### config.mk
export PLATFORM = sky130hd
export DESIGN_NAME = lst_walker_flat
export DESIGN_NICKNAME = d
export VERILOG_FILES = /design/src/rtl/lst_pkg.sv /design/src/rtl/lst_if.sv /design/src/rtl/lst_walker.sv /design/src/flat_wrapper.sv
export SDC_FILE = /design/constraint.sdc
export NUM_CORES = 2
export LEC_CHECK = 0
export BUFFER_PORTS_ARGS = -buffer_cell sky130_fd_sc_hd__buf_2
export CAP_MARGIN = 0
export CORE_AREA = 4 4 311 313
export DETAILED_ROUTE_END_ITERATION = 16
export DIE_AREA = 0 0 315 317
export PLACE_DENSITY_LB_ADDON = 0.08
export SLEW_MARGIN = 10
export SYNTH_ARGS = -nofsm -noshare
export SYNTH_HDL_FRONTEND = slang
export SYNTH_SLANG_ARGS = --single-unit
### constraint.sdc
create_clock -name clock -period 20.6 [get_ports clock]
set_input_delay 4.12 -clock clock [delete_from_list [all_inputs] [get_ports clock]]
set_output_delay 4.12 -clock clock [all_outputs]
set_load 0.02 [all_outputs]
### src/rtl/lst_pkg.sv
// Shared types, constants and state codes for the segment tree range-add and search unit.
package lst_pkg;

   localparam int POSITIONS   = 1024;
   localparam int TREE_LEVELS = $clog2(POSITIONS);
   localparam int NODES       = 2 * POSITIONS;
   localparam int POS_W       = TREE_LEVELS;
   localparam int NODE_W      = $clog2(NODES);
   localparam int LVL_W       = $clog2(TREE_LEVELS + 1);
   localparam int CNT_W       = POS_W + 1;
   localparam int SUM_W       = 48;
   localparam int ADD_W       = 32;
   localparam int RANK_W      = 47;
   // remaining rank may drift by one subtree total per level
   localparam int KEY_W       = SUM_W + $clog2(TREE_LEVELS + 1) + 1;
   localparam int OP_W        = 2;

   typedef enum logic [OP_W-1:0] {
      OP_ADD   = 2'd0,
      OP_FIRST = 2'd1,
      OP_RANK  = 2'd2
   } op_type;

   typedef enum logic [3:0] {
      ST_CLEAR,
      ST_IDLE,
      ST_ADD_RD,
      ST_ADD_WR,
      ST_ADD_LEFT,
      ST_Q_ROOT,
      ST_Q_ROOT_D,
      ST_Q_LEFT,
      ST_Q_LEFT_D,
      ST_Q_RIGHT_D,
      ST_Q_DONE
   } state_type;

   // one tree node: subtree total of adds applied at or below, and the node's own tag
   typedef struct packed {
      logic [SUM_W-1:0] sum;
      logic [SUM_W-1:0] tag;
   } node_type;

   typedef struct packed {
      logic              rd_en;
      logic [NODE_W-1:0] rd_addr;
      logic              wr_en;
      logic [NODE_W-1:0] wr_addr;
      node_type          wr_data;
   } ram_req_type;

   typedef struct packed {
      logic             valid;
      logic [POS_W-1:0] position;
      logic             not_found;
   } result_type;

   typedef struct packed {
      logic busy;
      logic clearing;
   } status_type;

endpackage

### src/rtl/lst_if.sv
// Request and response channel interfaces.
interface lst_req_if;
   logic                               valid;
   logic                               ready;
   logic [1:0]                         opcode;
   logic [lst_pkg::POS_W-1:0]          range_low;
   logic [lst_pkg::POS_W-1:0]          range_high;
   logic signed [lst_pkg::ADD_W-1:0]   add_value;
   logic [lst_pkg::RANK_W-1:0]         rank;

   modport source (output valid, opcode, range_low, range_high, add_value, rank,
                   input ready);
   modport sink   (input valid, opcode, range_low, range_high, add_value, rank,
                   output ready);
endinterface


### src/rtl/lst_walker.sv
// Sequencer and shared datapath that walk the tree one level at a time.
module lst_walker (
   input  logic                 clock,
   input  logic                 reset,
   lst_req_if.sink              req,
   input  logic                 out_free,
   input  lst_pkg::node_type    rd_data,
   output lst_pkg::ram_req_type ram_req,
   output lst_pkg::result_type  result,
   output lst_pkg::status_type  status
);

   localparam int SX_W = lst_pkg::KEY_W - lst_pkg::SUM_W;

   lst_pkg::state_type             state_ff, state_in;
   logic [lst_pkg::NODE_W-1:0]     u_ff, u_in;
   logic [lst_pkg::POS_W-1:0]      a_ff, a_in;
   logic [lst_pkg::LVL_W-1:0]      lvl_ff, lvl_in;
   logic [lst_pkg::SUM_W-1:0]      acc_ff, acc_in;
   logic [lst_pkg::SUM_W-1:0]      tu_ff, tu_in;
   logic [lst_pkg::SUM_W-1:0]      cs_ff, cs_in;
   logic signed [lst_pkg::KEY_W-1:0] k_ff, k_in;
   logic [lst_pkg::OP_W-1:0]       op_ff, op_in;
   logic [lst_pkg::POS_W-1:0]      p_ff, p_in;
   logic [lst_pkg::POS_W-1:0]      lo_ff, lo_in;
   logic [lst_pkg::SUM_W-1:0]      v_ff, v_in;
   logic                           pass_ff, pass_in;
   logic [lst_pkg::SUM_W-1:0]      prod_ff, prod_in;
   logic [lst_pkg::NODE_W-1:0]     clr_ff, clr_in;

   logic [lst_pkg::NODE_W-1:0]     half;
   logic [lst_pkg::NODE_W-1:0]     span;
   logic [lst_pkg::POS_W-1:0]      p_off;
   logic [lst_pkg::CNT_W-1:0]      cnt;
   logic [lst_pkg::SUM_W+lst_pkg::CNT_W-1:0] prod_full;
   logic [lst_pkg::SUM_W-1:0]      acc_tu;
   logic [lst_pkg::SUM_W-1:0]      lt;
   logic signed [lst_pkg::KEY_W-1:0] lt_x;
   logic [lst_pkg::SUM_W-1:0]      leaf_val;
   logic signed [lst_pkg::KEY_W-1:0] leaf_x;
   logic                           go_left;
   logic                           leaf_nf;

   // shared arithmetic: level sizes, overlap count, child totals
   always_comb begin
      half      = lst_pkg::NODE_W'(1) << (lvl_ff - lst_pkg::LVL_W'(1));
      span      = lst_pkg::NODE_W'(1) << lvl_ff;
      p_off     = p_ff - a_ff;
      cnt       = lst_pkg::CNT_W'(p_off) + lst_pkg::CNT_W'(1);
      prod_full = v_ff * cnt;
      acc_tu    = acc_ff + tu_ff;
      lt        = rd_data.sum + (acc_tu << (lvl_ff - lst_pkg::LVL_W'(1)));
      lt_x      = {{SX_W{lt[lst_pkg::SUM_W-1]}}, lt};
      leaf_val  = cs_ff + acc_ff;
      leaf_x    = {{SX_W{leaf_val[lst_pkg::SUM_W-1]}}, leaf_val};
      if (op_ff == lst_pkg::OP_FIRST) begin
         go_left = (lt != '0);
         leaf_nf = (leaf_val == '0);
      end else begin
         go_left = (lt_x >= k_ff);
         leaf_nf = (leaf_x < k_ff);
      end
   end

   // state and working registers
   always_ff @(posedge clock) begin
      if (reset) begin
         state_ff <= lst_pkg::ST_CLEAR;
         clr_ff   <= '0;
      end else begin
         state_ff <= state_in;
         clr_ff   <= clr_in;
      end
      u_ff    <= u_in;
      a_ff    <= a_in;
      lvl_ff  <= lvl_in;
      acc_ff  <= acc_in;
      tu_ff   <= tu_in;
      cs_ff   <= cs_in;
      k_ff    <= k_in;
      op_ff   <= op_in;
      p_ff    <= p_in;
      lo_ff   <= lo_in;
      v_ff    <= v_in;
      pass_ff <= pass_in;
      prod_ff <= prod_in;
   end

   // sequencer: next state, memory beats and result
   always_comb begin
      state_in = state_ff;
      u_in     = u_ff;
      a_in     = a_ff;
      lvl_in   = lvl_ff;
      acc_in   = acc_ff;
      tu_in    = tu_ff;
      cs_in    = cs_ff;
      k_in     = k_ff;
      op_in    = op_ff;
      p_in     = p_ff;
      lo_in    = lo_ff;
      v_in     = v_ff;
      pass_in  = pass_ff;
      prod_in  = prod_ff;
      clr_in   = clr_ff;
      ram_req  = '0;
      result   = '0;
      req.ready = 1'b0;

      unique case (state_ff)
         lst_pkg::ST_CLEAR: begin
            // write the reset tree: the leftmost path holds one
            ram_req.wr_en       = 1'b1;
            ram_req.wr_addr     = clr_ff;
            ram_req.wr_data.sum = (clr_ff <= lst_pkg::NODE_W'(lst_pkg::TREE_LEVELS)) ?
                                  lst_pkg::SUM_W'(1) : '0;
            ram_req.wr_data.tag = '0;
            clr_in = clr_ff + lst_pkg::NODE_W'(1);
            if (clr_ff == lst_pkg::NODE_W'(lst_pkg::NODES - 1)) begin
               state_in = lst_pkg::ST_IDLE;
            end
         end

         lst_pkg::ST_IDLE: begin
            req.ready = 1'b1;
            u_in   = '0;
            a_in   = '0;
            lvl_in = lst_pkg::LVL_W'(lst_pkg::TREE_LEVELS);
            acc_in = '0;
            op_in  = req.opcode;
            if (req.valid) begin
               unique case (req.opcode)
                  lst_pkg::OP_ADD: begin
                     // range add is two prefix adds: +v up to high, -v below low
                     p_in    = req.range_high;
                     lo_in   = req.range_low;
                     v_in    = lst_pkg::SUM_W'(req.add_value);
                     pass_in = 1'b0;
                     if (req.range_low <= req.range_high) begin
                        state_in = lst_pkg::ST_ADD_RD;
                     end
                  end
                  lst_pkg::OP_FIRST, lst_pkg::OP_RANK: begin
                     k_in     = lst_pkg::KEY_W'(req.rank);
                     state_in = lst_pkg::ST_Q_ROOT;
                  end
                  default: begin
                     state_in = lst_pkg::ST_IDLE;
                  end
               endcase
            end
         end

         lst_pkg::ST_ADD_RD: begin
            ram_req.rd_en   = 1'b1;
            ram_req.rd_addr = u_ff;
            prod_in  = prod_full[lst_pkg::SUM_W-1:0];
            state_in = lst_pkg::ST_ADD_WR;
         end

         lst_pkg::ST_ADD_WR: begin
            // node on the path gains v times its overlap with the prefix
            ram_req.wr_en       = 1'b1;
            ram_req.wr_addr     = u_ff;
            ram_req.wr_data.sum = rd_data.sum + prod_ff;
            ram_req.wr_data.tag = rd_data.tag;
            if (lvl_ff == '0) begin
               if (!pass_ff && lo_ff != '0) begin
                  pass_in  = 1'b1;
                  p_in     = lo_ff - lst_pkg::POS_W'(1);
                  v_in     = '0 - v_ff;
                  u_in     = '0;
                  a_in     = '0;
                  lvl_in   = lst_pkg::LVL_W'(lst_pkg::TREE_LEVELS);
                  state_in = lst_pkg::ST_ADD_RD;
               end else begin
                  state_in = lst_pkg::ST_IDLE;
               end
            end else if (lst_pkg::NODE_W'(p_off) < half) begin
               u_in     = u_ff + lst_pkg::NODE_W'(1);
               lvl_in   = lvl_ff - lst_pkg::LVL_W'(1);
               state_in = lst_pkg::ST_ADD_RD;
            end else begin
               ram_req.rd_en   = 1'b1;
               ram_req.rd_addr = u_ff + lst_pkg::NODE_W'(1);
               state_in        = lst_pkg::ST_ADD_LEFT;
            end
         end

         lst_pkg::ST_ADD_LEFT: begin
            // left child lies wholly inside the prefix: tag it
            ram_req.wr_en       = 1'b1;
            ram_req.wr_addr     = u_ff + lst_pkg::NODE_W'(1);
            ram_req.wr_data.sum = rd_data.sum + (v_ff << (lvl_ff - lst_pkg::LVL_W'(1)));
            ram_req.wr_data.tag = rd_data.tag + v_ff;
            u_in     = u_ff + span;
            a_in     = a_ff + lst_pkg::POS_W'(half);
            lvl_in   = lvl_ff - lst_pkg::LVL_W'(1);
            state_in = lst_pkg::ST_ADD_RD;
         end

         lst_pkg::ST_Q_ROOT: begin
            ram_req.rd_en   = 1'b1;
            ram_req.rd_addr = u_ff;
            state_in        = lst_pkg::ST_Q_ROOT_D;
         end

         lst_pkg::ST_Q_ROOT_D: begin
            tu_in    = rd_data.tag;
            cs_in    = rd_data.sum;
            state_in = lst_pkg::ST_Q_LEFT;
         end

         lst_pkg::ST_Q_LEFT: begin
            ram_req.rd_en   = 1'b1;
            ram_req.rd_addr = u_ff + lst_pkg::NODE_W'(1);
            state_in        = lst_pkg::ST_Q_LEFT_D;
         end

         lst_pkg::ST_Q_LEFT_D: begin
            // choose a half from the left child's true total
            acc_in = acc_tu;
            lvl_in = lvl_ff - lst_pkg::LVL_W'(1);
            if (go_left) begin
               u_in     = u_ff + lst_pkg::NODE_W'(1);
               tu_in    = rd_data.tag;
               cs_in    = rd_data.sum;
               state_in = (lvl_ff == lst_pkg::LVL_W'(1)) ? lst_pkg::ST_Q_DONE :
                                                           lst_pkg::ST_Q_LEFT;
            end else begin
               k_in            = k_ff - lt_x;
               u_in            = u_ff + span;
               a_in            = a_ff + lst_pkg::POS_W'(half);
               ram_req.rd_en   = 1'b1;
               ram_req.rd_addr = u_ff + span;
               state_in        = lst_pkg::ST_Q_RIGHT_D;
            end
         end

         lst_pkg::ST_Q_RIGHT_D: begin
            tu_in    = rd_data.tag;
            cs_in    = rd_data.sum;
            state_in = (lvl_ff == '0) ? lst_pkg::ST_Q_DONE : lst_pkg::ST_Q_LEFT;
         end

         lst_pkg::ST_Q_DONE: begin
            // hold the leaf result until the output register frees
            if (out_free) begin
               result.valid     = 1'b1;
               result.position  = a_ff;
               result.not_found = leaf_nf;
               state_in         = lst_pkg::ST_IDLE;
            end
         end

         default: begin
            state_in = lst_pkg::ST_IDLE;
         end
      endcase
   end

   assign status.busy     = (state_ff != lst_pkg::ST_IDLE);
   assign status.clearing = (state_ff == lst_pkg::ST_CLEAR);

endmodule

### src/flat_wrapper.sv
// flat-port wrapper written by rule: the top's interface ports become plain ports
module lst_walker_flat 
  (clock, reset, out_free, rd_data, ram_req, result, status, req_valid, req_opcode, req_range_low, req_range_high, req_add_value, req_rank, req_ready);
  lst_req_if req_i ();
  input  logic clock;
  input  logic reset;
  input  logic out_free;
  input  lst_pkg::node_type rd_data;
  output lst_pkg::ram_req_type ram_req;
  output lst_pkg::result_type result;
  output lst_pkg::status_type status;
  input wire logic [$bits(req_i.valid)-1:0] req_valid;
  input wire logic [$bits(req_i.opcode)-1:0] req_opcode;
  input wire logic [$bits(req_i.range_low)-1:0] req_range_low;
  input wire logic [$bits(req_i.range_high)-1:0] req_range_high;
  input wire logic [$bits(req_i.add_value)-1:0] req_add_value;
  input wire logic [$bits(req_i.rank)-1:0] req_rank;
  output wire logic [$bits(req_i.ready)-1:0] req_ready;
  assign req_i.valid = req_valid;
  assign req_i.opcode = req_opcode;
  assign req_i.range_low = req_range_low;
  assign req_i.range_high = req_range_high;
  assign req_i.add_value = req_add_value;
  assign req_i.rank = req_rank;
  assign req_ready = req_i.ready;
  lst_walker u_core (.clock(clock), .reset(reset), .req(req_i), .out_free(out_free), .rd_data(rd_data), .ram_req(ram_req), .result(result), .status(status));
endmodule
Word level (Yosys, flattened, before mapping)
Cells that the tools add are included.
W data, S select, Z words.
{"block": "totals", "output_inout_bits": 135, "wordCells": 154, "in_bits": 201, "regBits": 356}
{"block": "op_classes", "shift": 4, "n_addsub": 16, "n_mul": 1, "eq_ne": 28, "magnitude_cmp": 5, "n_mux": 60, "reduce_logical": 25}
{"cell": "$pmux W48 S2", "n": 4}
{"cell": "$pmux W108 S3", "n": 1}
{"cell": "$add A48 B48 Y48", "n": 6}
{"cell": "$mux W48", "n": 6}
{"cell": "$mux W53", "n": 3}
{"cell": "$pmux W53 S2", "n": 1}
{"cell": "$shl A48 B4 Y48", "n": 2}
{"cell": "$mux W10", "n": 7}
{"cell": "$mux W12", "n": 5}
{"cell": "$ge A48 B53 Y1", "n": 1}
{"cell": "$lt A48 B53 Y1", "n": 1}
{"cell": "$sub A53 B48 Y53", "n": 1}
{"cell": "$logic_not A48 Y1", "n": 1}
{"cell": "$mul A48 B11 Y48", "n": 1}
{"cell": "$pmux W12 S4", "n": 1}
{"cell": "$reduce_bool A48 Y1", "n": 1}
{"cell": "$sub A1 B48 Y48 const A", "n": 1}
{"cell": "$mux W11", "n": 4}
{"cell": "$pmux W11 S4", "n": 1}
{"cell": "$pmux W4 S11", "n": 1}
{"cell": "$mux W4", "n": 10}
{"cell": "$pmux W10 S4", "n": 1}
{"cell": "$add A11 B1 Y11 const B", "n": 2}
{"cell": "$shl A1 B4 Y11 const A", "n": 2}
{"cell": "42 further kinds", "n": 75}

Logic depth before layout (Yosys ltp)
{"block": "depth", "depth_word": 7, "mapped_depth": 45, "mapped_depth_nobuf": 44}

Worst setup path before layout
OpenSTA, ideal clock, no wires.
{"block": "synth_timing", "kind": "input -> output", "start": "input rd_data[48] in the netlist's numbering", "end": "output ram_req[112] in the netlist's numbering", "slack_ps": 6731, "stages": 26, "arrival_time_ps": 9749, "path_buffers": 1, "required_time_ps": 16480, "cell_sequence": "ha_1 -> fa_1 -> a211oi_1 -> o211ai_1 -> a2bb2oi_2 -> o22ai_1 -> a31oi_1 -> xnor2_1 -> ha_1 -> and2_1 -> a221oi_1 -> o2111ai_1 -> a211oi_1 -> o21ai_1 -> o31ai_1 -> o31ai_1 -> o211a_1 -> o41ai_2 -> a21boi_1 -> or2_2 -> a221o_1 -> o2111ai_2 -> o21ai_2 -> nand2_1 -> buf_2 -> o221ai_1"}
{"element": "start, declared", "line": "flat_wrapper.sv:8", "text": "input lst_pkg::node_type rd_data;"}
{"element": "end, declared", "line": "flat_wrapper.sv:9", "text": "output lst_pkg::ram_req_type ram_req;"}

==> flow_metrics.tcl <==
set metrics [dict create \
    dpl_cell_area_sq_um 54200 \
    layout.nets 7270 \
    swShare_pct 48.3 \
    layout-drive-gt1-share_pct 10.4 \
    port_buffers 335 \
    synth_nets 7093 \
    crit_buf_inv 3 \
    hp-class "reg -> reg" \
    period_share_pct 77.3 \
    grt_max_degree 88 \
    syn_inst 6065 \
    grt_pass1_vias 45700 \
    fin_crit_ns 15.93 \
    post_cts_buffers 0 \
    critPathMaxFanout 32 \
    syn-mean-instance-area_sq_um 8.45 \
    cts_resized 0 \
    switchingPower_w 0.00365 \
    clkPwrFrac_pct 11.9 \
    num_vias 47200 \
    grt-ovfl-total 0 \
    synth-seq-cells 356 \
    ys_seq_area_share_pct 20.6 \
    dieHeight_um 317 \
    synth_warnings 0 \
    hold_buffers 0 \
    status "complete, no violations" \
    dr.pass1.iters 6 \
    core_sq_um 94300 \
    cp-startpoint "u_core.lvl_ff[0]" \
    leakage_nw 24.4 \
    wl_per_cell_um 25.3 \
    endpoint_kind "output port" \
    final_hold_viol_count 0 \
    cp.arrival_ns 11.81 \
    hold_slack_ns 0.540 \
    clk_pin_slew_ns 0.06 \
    maxSlewViolCount 0 \
    worst_path_max_delay_cell "nor2_1" \
    setup_viol 0 \
    antenna_found_initial 11 \
    placedCellCount 7456 \
    internal-power_w 0.00390 \
    insertion_delay_ns 0.67 \
    powerDensity_nw_per_um2 135 \
    ys_types 119 \
    antenna_left 0 \
    combPwrFrac_pct 73.7 \
    fin_setup_tns_ns 0 \
    drc 0 \
    peakVddDrop_v 0.000233 \
    synthFlopType "edfxtp_1" \
    htree_levels 2 \
    fill_cells 8632 \
    fin_ws_ns 4.67 \
    track_usage_pct 37.6 \
    critPathMaxStageDelay_ns 1.05 \
    finalNonFillerCells 7553 \
    cap_violations 0 \
    cts_tree "yes" \
    regArea_sq_um 10500 \
    pre_cts_slack_ns 5.09 \
    dpl.hpwl_um 151000 \
    grt_pass1_wl_um 284000 \
    syn_to_final_growth_pct 8.95 \
    numCtsBuffers 49 \
    relSlewSlack_pct 21.9 \
    path_class "reg -> out" \
    cts.sinks 356 \
    multiInputGateArea_sq_um 38000 \
    cp.required_ns 16.48 \
    pin_count 336 \
    start_util_pct 54.3 \
    synth_edf_count 341 \
    synthArstFlopShare_pct 0 \
    path_delay_family "compound AO/OA/AOI/OAI gates" \
    drt_wl_total_um 191000 \
    die_w_um 315 \
    globalplace.congestion 1.02 \
    viasPerCell 6.25 \
    worst_slew_pin_slew_ns 1.16 \
    rr_startpoint "u_core.lvl_ff[0]" \
    synth_area_sq_um 51300 \
    critPathLaunchType "flop" \
    clock_skew_ns 0.0305 \
    drtIter0Drc 4983 \
    design_area_sq_um 55800 \
    max_freq_ghz 0.0628 \
    ctsLongestPathBuffers 3 \
    hp-start "u_core.clr_ff[10]" \
    rsz0062_at_grt "no" \
    die-area_sq_um 99900 \
    seq_power_share_pct 14.4 \
    rows 113 \
    cts_root_buf "clkbuf_16" \
]
==> cell usage in the layout (no fill, tap or decap), drive strengths merged, types with 55 or more instances in the layout <==
cell	synthesis	layout
nand2	858	858
inv	462	466
ha	455	455
a21oi	445	445
o21ai	437	437
buf	46	428
nor2	382	382
fa	372	372
edfxtp	341	341
xnor2	244	244
and2	212	212
a21o	180	180
xor2	179	179
nand3	120	120
nor2b	94	94
mux2i	79	79
nand2b	69	69
nor3	69	69
nand4	63	63
o21bai	60	60
clkbuf	256	55
==> kinds of logic after synthesis <==
family	Yosys count	synth area share [%]
mux	118	3.01
buf+inv	766	5.81
flops	356	20.6
fa+ha+maj	831	25.7
simple gates	2063	19.0
xor+xnor	424	7.27
compound gates	1507	18.6
==> cell type report <==
class,instances,share of cell area (%)
multi-input combinational,4943,68.0
clock inverter,37,0.692
tap,1265,2.83
inverter,464,3.12
clock buffer,55,2.24
timing repair buffer,428,4.25
sequential,356,18.9
antenna,5,0.0224
==> worst register-to-register path: cells and delay by family, from the launching register on <==
kind / cells / cell delay (ns)
AO/OA/AOI/OAI: 22 / 5.53
XOR/XNOR: 1 / 0.16
adder cells (fa/ha/maj): 3 / 1.20
buffers and inverters: 3 / 2.07
flip-flops: 1 / 0.88
AND/OR/NAND/NOR: 6 / 2.17
==> metal layers <==
layer	vias to the layer above	routed length, um	share of wire (%)	global-route usage, %
li1	21500	-	-	-
met1	22800	75800	40	49.7
met2	2440	85300	45	59.7
met3	479	19400	10	7.63
met4	4	10400	5.5	17.3
met5	-	27	0.014	0
==> synth_stat cells (10+ instances only) <==
cell type	number	share of area, %
mux2_2	11	0.24
o21ai_1	20	0.20
o211ai_1	42	0.62
or4_1	14	0.21
dfxtp_1	15	0.59
o2111ai_1	11	0.19
ha_1	455	11
inv_1	461	3.4
clkbuf_1	254	1.9
o21a_1	41	0.60
nor3b_1	10	0.15
edfxtp_1	341	20
and4_1	12	0.21
a211oi_1	42	0.62
o22ai_2	10	0.24
o31ai_1	27	0.40
o221ai_1	12	0.21
nor2_1	381	2.8
nand4_1	63	0.77
and2_1	210	2.6
nand3_1	120	1.2
mux2i_1	79	1.5
o21bai_1	59	0.86
a22oi_1	12	0.18
fa_1	372	15
nor3_1	67	0.65
and3_1	52	0.63
nor2b_1	93	1.1
or2_2	10	0.12
xor2_1	179	3.1
a21oi_1	442	4.3
xnor2_1	244	4.2
nor4_1	43	0.52
o21ai_0	416	4.1
buf_1	17	0.12
nand2_1	857	6.3
nand2b_1	69	0.84
a21o_1	180	2.6
a31oi_1	45	0.55
or3_1	26	0.32
buf_2	14	0.14
mux4_2	28	1.2
==> flip-flops by register name, summed over array words and instances, names as in the netlist, 11 cells and up <==
| register | flops |
|---|---|
| u_core.k_ff | 53 |
| u_core.acc_ff | 48 |
| u_core.cs_ff | 48 |
| u_core.prod_ff | 48 |
| u_core.tu_ff | 48 |
| u_core.v_ff | 48 |
| u_core.clr_ff | 11 |
| u_core.u_ff | 11 |
==> power by group through the flow <==
stage | Combinational, W | Sequential, W | Clock, W
6_report | 0.00557 | 0.00109 | 0.000898
5_1_grt | 0.00625 | 0.00109 | 0.000933
4_1_cts | 0.00552 | 0.00109 | 0.000905
3_5_place_dp | 0.00547 | 0.00111 | 0
3_3_place_gp | 0.00541 | 0.00111 | 0
2_1_floorplan | 0.00418 | 0.00109 | 0
==> worst paths after layout <==
check | to | slack (ns) | cells after the start
max | ram_req[112] | 4.67 | 35
min | u_core.clr_ff[10] | 0.54 | 2
max reg2reg | u_core.cs_ff[27] | 8.06 | 35
min reg2reg | u_core.clr_ff[10] | 0.54 | 2
==> metrics by stage <==
step	utilization (%)	total power [W]
2_1_floorplan	-	0.00527
3_3_place_gp	57.5	0.00652
4_1_cts	59.2	0.00751
6_report	59.2	0.00756
3_5_place_dp	57.5	0.00658
5_1_grt	59.2	0.00827
(Power assumes the default switching activity.)
